==> config.mk <==
export PLATFORM = sky130hd
export DESIGN_NAME = dtq_front_flat
export DESIGN_NICKNAME = d
export VERILOG_FILES = /design/src/hdl/dtq_pkg.sv /design/src/hdl/dtq_if.sv /design/src/hdl/dtq_front.sv /design/src/flat_wrapper.sv
export SDC_FILE = /design/constraint.sdc
export NUM_CORES = 1
export LEC_CHECK = 0
export BUFFER_PORTS_ARGS = -buffer_cell sky130_fd_sc_hd__buf_2
export CELL_PAD_IN_SITES_DETAIL_PLACEMENT = 0
export CELL_PAD_IN_SITES_GLOBAL_PLACEMENT = 2
export CORE_MARGIN = 1.5
export CORE_UTILIZATION = 40
export CTS_BUF_LIST = sky130_fd_sc_hd__clkbuf_8
export DETAILED_ROUTE_END_ITERATION = 8
export HOLD_SLACK_MARGIN = 0.1
export PLACE_DENSITY_LB_ADDON = 0.1
export SLEW_MARGIN = 20
export SYNTH_ARGS = -nofsm -noshare
export SYNTH_HDL_FRONTEND = slang
export SYNTH_SLANG_ARGS = --single-unit
==> constraint.sdc <==
create_clock -name i_clk -period 4 [get_ports i_clk]
set_input_delay 0.8 -clock i_clk [delete_from_list [all_inputs] [get_ports i_clk]]
set_output_delay 0.8 -clock i_clk [all_outputs]
set_load 0.03 [all_outputs]
==> src/hdl/dtq_pkg.sv <==
// Shared constants and types for the drop-tail feedback-stamp queue.
`default_nettype none
package dtq_pkg;

    localparam int unsigned DEF_QUEUE_DEPTH = 256;

    localparam logic [1:0] OP_DATA     = 2'd0;
    localparam logic [1:0] OP_FEEDBACK = 2'd1;
    localparam logic [1:0] OP_TICK     = 2'd2;
    localparam logic [1:0] OP_UNUSED   = 2'd3;

    localparam logic [7:0] BUFFER_SIZE_RESET = 8'd200;

    // One stored packet.
    typedef struct packed {
        logic [15:0] tag;
        logic [15:0] ticks;
        logic [15:0] remain;
        logic        fb;
    } t_slot;

    // One classified request handed from front to back.
    typedef struct packed {
        logic [1:0]  kind;
        logic [15:0] tag;
        logic [15:0] ticks;
        logic [15:0] remain;
    } t_cmd;

    // One result item.
    typedef struct packed {
        logic        sent;
        logic [15:0] sent_tag;
        logic        sent_is_feedback;
        logic [15:0] sent_remaining;
        logic        dropped;
        logic        overflow;
        logic [31:0] drop_total;
        logic [8:0]  queue_length;
    } t_result;

endpackage
`default_nettype wire

==> src/hdl/dtq_if.sv <==
// Request and result channel interfaces of the drop-tail feedback-stamp queue.
`default_nettype none
interface dtq_req_if;
    logic        valid;
    logic        ready;
    logic [1:0]  opcode;
    logic [15:0] packet_tag;
    logic [15:0] service_ticks;
    logic [15:0] remaining_buffer;

    modport source (
        output valid, opcode, packet_tag, service_ticks, remaining_buffer,
        input  ready
    );
    modport sink (
        input  valid, opcode, packet_tag, service_ticks, remaining_buffer,
        output ready
    );
endinterface

`default_nettype wire

==> src/hdl/dtq_front.sv <==
// Front end: accepts requests, classifies them and buffers them in a two-entry queue.
`default_nettype none
module dtq_front (
    input  wire logic          i_clk,
    input  wire logic          i_rst_n,
    dtq_req_if.sink            i_req,
    output logic               o_cmd_valid,
    output dtq_pkg::t_cmd      o_cmd,
    input  wire logic          i_cmd_pop
);
    import dtq_pkg::*;

    t_cmd       r_q [0:1];
    logic       r_wr_idx, n_wr_idx;
    logic       r_rd_idx, n_rd_idx;
    logic [1:0] r_fill,   n_fill;
    logic       w_push;
    logic       w_pop;
    t_cmd       w_cmd;

    assign i_req.ready = (r_fill != 2'd2);
    assign w_push      = i_req.valid && i_req.ready;
    assign w_pop       = i_cmd_pop && (r_fill != 2'd0);

    // Classify: unused opcode codes collapse to a no-op request.
    always_comb begin
        w_cmd.tag    = i_req.packet_tag;
        w_cmd.ticks  = i_req.service_ticks;
        w_cmd.remain = i_req.remaining_buffer;
        case (i_req.opcode)
            OP_DATA:     w_cmd.kind = OP_DATA;
            OP_FEEDBACK: w_cmd.kind = OP_FEEDBACK;
            OP_TICK:     w_cmd.kind = OP_TICK;
            default:     w_cmd.kind = OP_UNUSED;
        endcase
    end

    always_comb begin
        n_wr_idx = w_push ? ~r_wr_idx : r_wr_idx;
        n_rd_idx = w_pop  ? ~r_rd_idx : r_rd_idx;
        n_fill   = r_fill + {1'b0, w_push} - {1'b0, w_pop};
    end

    always_ff @(posedge i_clk) begin
        if (w_push) begin
            r_q[r_wr_idx] <= w_cmd;
        end
    end

    always_ff @(posedge i_clk) begin
        if (!i_rst_n) begin
            r_wr_idx <= 1'b0;
            r_rd_idx <= 1'b0;
            r_fill   <= 2'd0;
        end else begin
            r_wr_idx <= n_wr_idx;
            r_rd_idx <= n_rd_idx;
            r_fill   <= n_fill;
        end
    end

    assign o_cmd_valid = (r_fill != 2'd0);
    assign o_cmd       = r_q[r_rd_idx];

endmodule
`default_nettype wire

==> src/flat_wrapper.sv <==
// flat-port wrapper written by rule: the top's interface ports become plain ports
module dtq_front_flat import dtq_pkg::*;
  (i_clk, i_rst_n, o_cmd_valid, o_cmd, i_cmd_pop, i_req_valid, i_req_opcode, i_req_packet_tag, i_req_service_ticks, i_req_remaining_buffer, i_req_ready);
  dtq_req_if i_req_i ();
  input  wire logic i_clk;
  input  wire logic i_rst_n;
  output logic o_cmd_valid;
  output dtq_pkg::t_cmd o_cmd;
  input  wire logic i_cmd_pop;
  input wire logic [$bits(i_req_i.valid)-1:0] i_req_valid;
  input wire logic [$bits(i_req_i.opcode)-1:0] i_req_opcode;
  input wire logic [$bits(i_req_i.packet_tag)-1:0] i_req_packet_tag;
  input wire logic [$bits(i_req_i.service_ticks)-1:0] i_req_service_ticks;
  input wire logic [$bits(i_req_i.remaining_buffer)-1:0] i_req_remaining_buffer;
  output wire logic [$bits(i_req_i.ready)-1:0] i_req_ready;
  assign i_req_i.valid = i_req_valid;
  assign i_req_i.opcode = i_req_opcode;
  assign i_req_i.packet_tag = i_req_packet_tag;
  assign i_req_i.service_ticks = i_req_service_ticks;
  assign i_req_i.remaining_buffer = i_req_remaining_buffer;
  assign i_req_ready = i_req_i.ready;
  dtq_front u_core (.i_clk(i_clk), .i_rst_n(i_rst_n), .i_req(i_req_i), .o_cmd_valid(o_cmd_valid), .o_cmd(o_cmd), .i_cmd_pop(i_cmd_pop));
endmodule
==> out/metrics.cfg, run 1 <==
[logic_synthesis]
avgSynthCellArea_um2=22.25
synth_seq_area_share_pct=75.38
synth_cell_type_count=22
yosys.area.top_type=edfxtp_1
synth_compound_area_share_pct=0.3040
yosys.area_share.simple_pct=1.884
synth_cells=185
synth_warnings=0
synthMuxAreaShare_pct=18.24
synthAdderAreaFrac_pct=0.6079
netlist.area_leader.share_pct=72.95
synth_nets=241
synth_top_family_by_area=multiplexers
synth_xor_xnor_area_share_pct=0.4255
ys_ff_latch=105
netlist_top_cells_area=edfxtp_1 73%, mux2_4 18%, buf_12 2.4%
synthesis.area_mm2=0.004116

[place]
place_ws_ns=1.628
dp_hpwl_um=4340
placed_area_mm2=0.004730
io_buffers=105
place_congestion=0.6954
dp_cells=417

[clock_network]
htreeDepth=3
cts.sinks=105
clockBufferDepth=2
ctsResizeCount=0
clk_latency_ns=0.35
cts-hold-fix-buffers=0
cts-buffers-inserted=9
cts_setup_buffers=0
cts_root_buf=clkbuf_8
clk_pin_slew_ns=0.10
tritoncts=yes

[power_and_ir_drop]
p_per_area_mw_per_mm2=652.8
peakVddDrop_mv=0.2845
total_power_mw=3.203
p_leak_nw=1.934

[timing]
max_freq_mhz=364.8
finalSetupViolCount=0
setup_tns_ns=0
rsz0062_at_grt=false
fin_ws_ns=1.259
hold_slack_ns=0.5142
relSlewSlack_pct=35.06
period_minus_slack_ns=2.741
hold_viol_final=0
fin_crit_sh_pct=68.53
tightestPinTransition_ns=0.9741
finClkSkew_ns=0.01210
slew_viol_final=0

[detailed_routing]
wire_per_inst_um=15.51
drtAntennaViolNets=0
drcViolationCount=0
routed_via_density=4.522
wl_um=6717
num_vias=1958
drt_iter0_drc=92
dr.pass1.iters=4

[final_layout]
fillCellCount=861
layout_commonest_cell=buf_2
register_area_mm2=0.003107
fin_cells=433
layout-drive-gt1-share_pct=59.33
insertedDiodeCount=0
multiInputGateArea_um2=892.1
syn_to_final_growth_pct=19.18
finalNetCount=351
final_cell_mix=105 x buf_2, 100 x edfxtp_1, 50 x mux2_4, 9 x clkbuf_8
fin_util_pct=49.73
stdcell_area_mm2=0.004906

[global_route]
grt_pass1_wl_um=10470
grt_pass1_vias=2006
grt_max_degree=51
gr-total-overflow=0
antenna_found_initial=0
gr-usage-all-layers_pct=12.82

[setup_path]
required_ns=3.20
worstSetupPathType=reg -> out
crit_path_start_kind=flip-flop
worstPathArrival_ns=1.94
worstPathMaxFanout=50
cp-end-kind=output port

[floorplan]
coreArea_mm2=0.009864
dieArea_mm2=0.01091
initial_core_util_pct=41.73
die_h_um=104.4
rows=36
die_w_um=104.4
pin_count=106

[outcome]
status=complete, no violations

[hold_path]
hold_class=reg -> reg

[job]
maxCapViolations=0

-- worst max-delay path, stage by stage (launching register included) --
cell and delay (ns):
dfxtp_4 0.99, mux2_4 0.36, buf_2 0.18
-- state kept, by name (all words and copies together), names as in the netlist, named ones only --
signal and cells:
u_core.r_q 100, u_core.r_fill 2, u_core.r_rd_idx 1, u_core.r_wr_idx 1
-- area by class of cell --
type	count	area share, %
Clock inverter	7	1.071
Multi-Input combinational cell	69	18.18
Timing Repair Buffer	107	11.27
Inverter	3	0.2295
Clock buffer	9	2.525
Sequential cell	105	63.33
Tap cell	133	3.392
-- cell families (layout without fill, tap and decap cells) --
logic type / after synthesis / in the layout
simple gates: 13 / 13
buf+inv: 11 / 126
compound gates: 2 / 2
xor+xnor: 2 / 2
flops: 105 / 105
fa+ha+maj: 2 / 2
mux: 50 / 50
-- Yosys cell counts --
library cell and count:
and2_1 2, and2_4 1, and3_1 1, buf_12 5
buf_6 1, clkbuf_1 2, dfxtp_1 5, edfxtp_1 100
ha_1 2, inv_1 3, mux2_4 50, nand2_1 1
nand2b_2 1, nand4b_1 1, nor2_1 3, nor2b_1 1
nor3_1 1, o21a_1 1, o21ai_1 1, or2_2 1
xnor2_1 1, xor2_1 1
-- worst paths after layout --
check	from	end	slack [ns]	cells past startpoint
max	flip-flop	o_cmd[12]	1.26	2
min	u_core.r_wr_idx	u_core.r_wr_idx	0.51	2
max reg2reg	u_core.r_fill[0]	u_core.r_q[1][46]	2.05	3
min reg2reg	u_core.r_wr_idx	u_core.r_wr_idx	0.51	2
-- where the power goes --
group	internal, mW	switching [mW]	leakage (nW)
combinational	0.474	0.600	0.867
sequential	1.39	0.144	0.975
clock	0.234	0.359	0.0924
-- routing by layer --
metal  track usage [%]  share of wire, %  vias to the layer above
met5                 0                 0                        -
met1             16.29                44                      947
li1                  -                 -                      929
met4             6.250               1.2                        0
met3             4.010               6.9                        6
met2             19.88                48                       76
Power figures use the tool's default switching activity.
==> inputs of run 2 (changes only) <==
- clock period: 4 -> 2.7 ns (I/O delays scaled with it)
==> run 2 against run 1 <==
Against the previous run: setup slack worse by 0.65 ns; critical path depth increased by 1; register-to-register slack worse by 0.91 ns; global-route usage fell by 0.54 points; clock-buffer cell count did not move; highest routed layer unchanged.
==> out/metrics.cfg, run 2 (synthesis results as in run 1) <==
[floorplan]
pin_count=106
rows=36
die_h_um=104.4
initial_core_util_pct=41.73
die_w_um=104.4
dieArea_mm2=0.01091
coreArea_mm2=0.009864

[place]
dp_hpwl_um=4157
dp_cells=419
io_buffers=105
place_congestion=0.6202

[power_and_ir_drop]
p_leak_nw=1.968
p_per_area_mw_per_mm2=981.6
peakVddDrop_mv=0.4639

[detailed_routing]
wl_um=6481
wire_per_inst_um=14.90
drtAntennaViolNets=0
num_vias=1953
dr.pass1.iters=4
routed_via_density=4.490
drt_iter0_drc=65
drcViolationCount=0

[clock_network]
clk_latency_ns=0.35
clk_pin_slew_ns=0.09
ctsResizeCount=0
cts_setup_buffers=0
cts-buffers-inserted=9
clockBufferDepth=2
tritoncts=yes
cts.sinks=105
cts_root_buf=clkbuf_8
cts-hold-fix-buffers=0
htreeDepth=3

[final_layout]
layout-drive-gt1-share_pct=58.94
final_cell_mix=105 x buf_2, 100 x edfxtp_1, 50 x mux2_4, 9 x clkbuf_8, 5 x inv_1
syn_to_final_growth_pct=21.00
largest_reg_flops=100
layout_commonest_cell=buf_2
fillCellCount=830
largest_registers=u_core.r_q (100), u_core.r_fill (2)
regMostFlops=u_core.r_q
multiInputGateArea_um2=892.1
insertedDiodeCount=0
register_area_mm2=0.003107
finalNetCount=353
fin_cells=435

[timing]
finalSetupViolCount=0
setup_tns_ns=0
fin_crit_sh_pct=77.62
period_minus_slack_ns=2.096
finClkSkew_ns=0.01065
relSlewSlack_pct=77.76
tightestPinTransition_ns=0.3337
slew_viol_final=0
hold_viol_final=0
rsz0062_at_grt=false
max_freq_mhz=477.2

[global_route]
gr-usage-all-layers_pct=12.28
grt_pass1_vias=1977
grt_pass1_wl_um=10010
grt_max_degree=51
grtUsageMet3_pct=4.386
grt_util_met1_pct=14.50
antenna_found_initial=0
top_usage_layer=met2
met2_usage_pct=20.16
gr-total-overflow=0

[setup_path]
rr_startpoint=u_core.r_fill[1]
r2r_cells=7
worstPathArrival_ns=1.56
reg2reg_setup_slack_ns=1.14
cp-end-kind=output port
crit_slowest_cell=dfxtp_4
crit_path_start_kind=flip-flop
required_ns=2.16
cp_top_family=buffers and inverters
max_stage_delay_ns=0.37
worstPathMaxFanout=17
crit_chain=buf_4 -> mux2_4 -> buf_2
rr_endpoint=u_core.r_fill[1]
critPathBufInv=2
worstSetupPathType=reg -> out

[hold_path]
holdPathStages=1
holdCritStartpoint=i_req_packet_tag[14]
hold_end=u_core.r_q[0][46]
hold_class=in -> reg

[outcome]
status=complete, no violations

[job]
maxCapViolations=0

run 2: worst max-delay path by stage:
| stage | to | cells after the start | start |
|---|---|---|---|
| 2_1_floorplan | u_core.r_q[0][0] | 3 | u_core.r_fill[0] |
| 3_3_place_gp | o_cmd[28] | 3 | flip-flop |
| 3_5_place_dp | u_core.r_fill[1] | 8 | i_cmd_pop |
| 4_1_cts | o_cmd[25] | 3 | flip-flop |
| 5_1_grt | o_cmd[28] | 3 | flip-flop |
| 6_report | o_cmd[28] | 3 | flip-flop |
run 2: final cells by class:
cell class,count,share of cell area (%)
Clock buffer,9,2.487
Clock inverter,7,1.758
Inverter,3,0.2261
Multi-Input combinational cell,69,17.91
Sequential cell,105,62.37
Tap cell,133,3.341
Timing Repair Buffer,109,11.91
run 2: where the power goes:
part	switching [mW]	leakage (nW)	internal, mW
clock network	0.487	0.109	0.514
registers	0.0672	0.975	2.06
logic	1.04	0.883	0.721
total	1.59	1.97	3.30
run 2: routing by layer:
metal	wire (µm)	share of wire (%)
met1	2750	42
met2	3180	49
met3	450	6.9
met4	99	1.5
met5	0	0
run 2: per-stage QoR:
step	hold WS, ns	power, mW	setup slack, ns	utilization (%)	instance area, µm²
finish	0.3702	4.889	0.6043	50.49	4981
global route	0.3422	5.120	0.5224	50.49	4981
CTS	0.3502	4.965	0.5678	50.49	4981
detailed placement	0.5053	3.957	0.9531	48.35	4770
global placement	0.4930	3.951	0.9732	48.35	4770
floorplan	0.4557	3.614	0.1881	-	4119
==> inputs of run 3 (changes only) <==
- ABC_AREA: unset -> 1
- CORE_UTILIZATION: 40 -> 36
- clock period: 2.7 -> 1.7 ns (I/O delays scaled with it)
==> run 3 against run 2 <==
Against the previous run: the run now ends with negative setup slack left; clock skew increased by 0.0058 ns; first-iteration DRC count increased by 26%; setup slack got worse by 0.74 ns; hold slack got worse by 0.21 ns; total power increased by 65%; wire length increased by 11%; non-clock buffer count increased by 6; global-route usage decreased by 0.22 points; sequential share of layout area decreased by 4.3 points; combinational power increased by 85%; sequential cell count unchanged; critical path depth increased by 1; critical endpoint is now o_cmd[36]; largest cell class unchanged.
==> out/metrics.cfg, run 3 <==
[floorplan]
rows=38
initial_core_util_pct=37.51
dieArea_mm2=0.01210
die_h_um=110.0
coreArea_mm2=0.01098
pin_count=106
die_w_um=110.0

[setup_path]
cp_top_family=buffers and inverters
rr_startpoint=u_core.r_fill[1]
worstSetupPathType=reg -> out
cp-end-kind=output port
critPathBufInv=3
max_stage_delay_ns=0.42
crit_path_start_kind=flip-flop
rr_endpoint=u_core.r_fill[1]
required_ns=1.36
cp_num_cells=4
crit_chain=buf_6 -> clkbuf_16 -> mux2_4 -> buf_6
crit_slowest_cell=dfxtp_4
r2r_cells=10
reg2reg_setup_slack_ns=0.28
worstPathArrival_ns=1.50
worstPathMaxFanout=5
crit_path_frequent_cell=buf_6

[timing]
max_freq_mhz=544.0
tightestPinTransition_ns=0.1750
fin_ws_ns=-0.1382
period_minus_slack_ns=1.838
rsz0062_at_grt=true
finClkSkew_ns=0.01648
hold_viol_final=0
relSlewSlack_pct=88.32
fin_crit_sh_pct=108.1
finalSetupViolCount=50
hold_slack_ns=0.1578
slew_viol_final=0

[hold_path]
holdCritStartpoint=i_req_service_ticks[13]
holdPathStages=1
hold_end=u_core.r_q[0][29]
hold_class=in -> reg

[final_layout]
insertedDiodeCount=0
layout-drive-gt1-share_pct=58.62
syn_to_final_growth_pct=29.88
fin_util_pct=48.72
largest_reg_flops=100
stdcell_area_mm2=0.005351
layout_commonest_cell=edfxtp_1
largest_registers=u_core.r_q (100), u_core.r_fill (2)
finalNetCount=370
fillCellCount=955
regMostFlops=u_core.r_q
final_cell_mix=100 x edfxtp_1, 66 x buf_2, 50 x mux2_4, 41 x buf_6, 9 x clkbuf_8

[power_and_ir_drop]
switching_share_pct=33.42
power_switching_mw=2.691
power_frac_seq_pct=42.6
p_per_area_mw_per_mm2=1505
peakVddDrop_mv=0.6120
p_leak_nw=2.111
power_frac_comb_pct=40.4
clock_power_share_pct=17.0
p_int_mw=5.362
total_power_mw=8.053

[place]
io_buffers=105
dp_hpwl_um=4604
placed_area_mm2=0.004853
place_ws_ns=0.2320
place_congestion=0.6881

[clock_network]
clockBufferDepth=2
cts-buffers-inserted=9
htreeDepth=3
cts_root_buf=clkbuf_8
tritoncts=yes
clk_pin_slew_ns=0.10
cts.sinks=105
clk_latency_ns=0.36

[global_route]
grt_pass1_vias=2072
grt_max_degree=30
gr-total-overflow=0
antenna_found_initial=0
gr-usage-all-layers_pct=12.06
grt_pass1_wl_um=10390

[job]
maxCapViolations=0

[logic_synthesis]
synthFlopType=edfxtp_1
synth_cells=196
synth_seq_area_share_pct=75.31
ys_top_cells_by_count=100 x edfxtp_1, 50 x mux2_4, 9 x inv_1, 9 x nand2_1, 8 x nor2_1
yosys.area.top_type=edfxtp_1
avgSynthCellArea_um2=21.02
synth_warnings=0
ys_ff_latch=105
synth_xor_xnor_area_share_pct=0
netlist_top_cells_area=edfxtp_1 73%, mux2_4 18%, buf_12 2.4%
synthAdderAreaFrac_pct=0.6073
synth_edf_count=100
synthMuxAreaShare_pct=18.22
synth_top_family_by_area=multiplexers
yosys.area_share.simple_pct=1.913
synth_cell_type_count=12
netlist.area_leader.share_pct=72.88
synthesis.area_mm2=0.004120
async_flop_share_pct=0
synth_compound_area_share_pct=0.2429
synth.most_common_cell=edfxtp_1
synth_nets=252

[detailed_routing]
drt_iter0_drc=82
num_vias=2041
drcViolationCount=0
wl_um=7212
wire_per_inst_um=15.71
routed_via_density=4.447
drtAntennaViolNets=0
dr.pass1.iters=4

[outcome]
violations=negative setup slack
status=complete, but fails checks

## run 3: cell count changes after synthesis, moves of 2 or more
| cell | previous run | this run |
|---|---|---|
| and2_1 | 2 | 0 |
| a21oi_1 | 0 | 2 |
| inv_1 | 3 | 9 |
| nand3_1 | 0 | 3 |
| nand2_1 | 1 | 9 |
| nor2_1 | 3 | 8 |
## run 3: worst max path at each step
stage | end | startpoint
5_1_grt | o_cmd[41] | flip-flop
4_1_cts | o_cmd[8] | flip-flop
2_1_floorplan | u_core.r_q[0][0] | u_core.r_fill[0]
6_report | o_cmd[36] | flip-flop
3_5_place_dp | o_cmd[2] | flip-flop
3_3_place_gp | o_cmd[2] | flip-flop
## run 3: routing by layer
metal | track usage, % | part of all wire, % | up-vias
met1 | 14.72 | 44 | 995
met3 | 3.998 | 6.9 | 11
met4 | 5.844 | 1.8 | 0
met2 | 19.25 | 47 | 64
li1 | - | - | 971
met5 | 0 | 0 | -
## run 3: power groups by stage
| stage | Clock (mW) | Combinational [mW] | Sequential (mW) |
|---|---|---|---|
| 6_report | 1.37 | 3.25 | 3.43 |
| 5_1_grt | 1.52 | 3.46 | 3.47 |
| 4_1_cts | 1.40 | 3.21 | 3.43 |
| 3_5_place_dp | 0 | 2.77 | 3.48 |
| 3_3_place_gp | 0 | 2.79 | 3.47 |
| 2_1_floorplan | 0 | 2.16 | 3.46 |
## run 3: worst reg2reg max path, delay by kind of cell, from the launching register on
kind,cells,cell delay (ns)
flip-flops,1,0.42
AND/OR/NAND/NOR,6,0.42
adder cells (fa/ha/maj),2,0.40
buffers and inverters,2,0.10
## run 3: metrics by stage
stage          TNS [ns]  std cells
2_1_floorplan    -1.863        196
3_3_place_gp          0        440
3_5_place_dp          0        440
4_1_cts          -6.065        457
5_1_grt          -8.189        459
6_report         -4.870        459
## run 3: kinds of logic (layout without fill, tap and decap cells)
| group | after synthesis | count (layout) |
|---|---|---|
| adder cells (fa/ha/maj) | 2 | 2 |
| multiplexers | 50 | 50 |
| flip-flops | 105 | 105 |
| AND/OR/NAND/NOR | 20 | 20 |
| buffers and inverters | 17 | 140 |
| AO/OA/AOI/OAI | 2 | 2 |
## run 3: layout make-up
class / instances / area, µm² / share of cell area (%)
well taps: 140 / 175.2 / 3.273
flip-flops and latches: 105 / 3108 / 58.08
clock inverters: 7 / 45.04 / 0.8417
clock buffers: 9 / 123.9 / 2.315
inverters: 9 / 37.54 / 0.7014
multi-input cells: 74 / 892.1 / 16.67
repair buffers: 115 / 969.7 / 18.12
## run 3: what timing repair did
item	in CTS	in global routing
cloned	0	2
resized for setup	81	3
hold buffers	0	0
setup endpoints to repair	50	50
buffers inserted	1	0
pin swaps	0	0
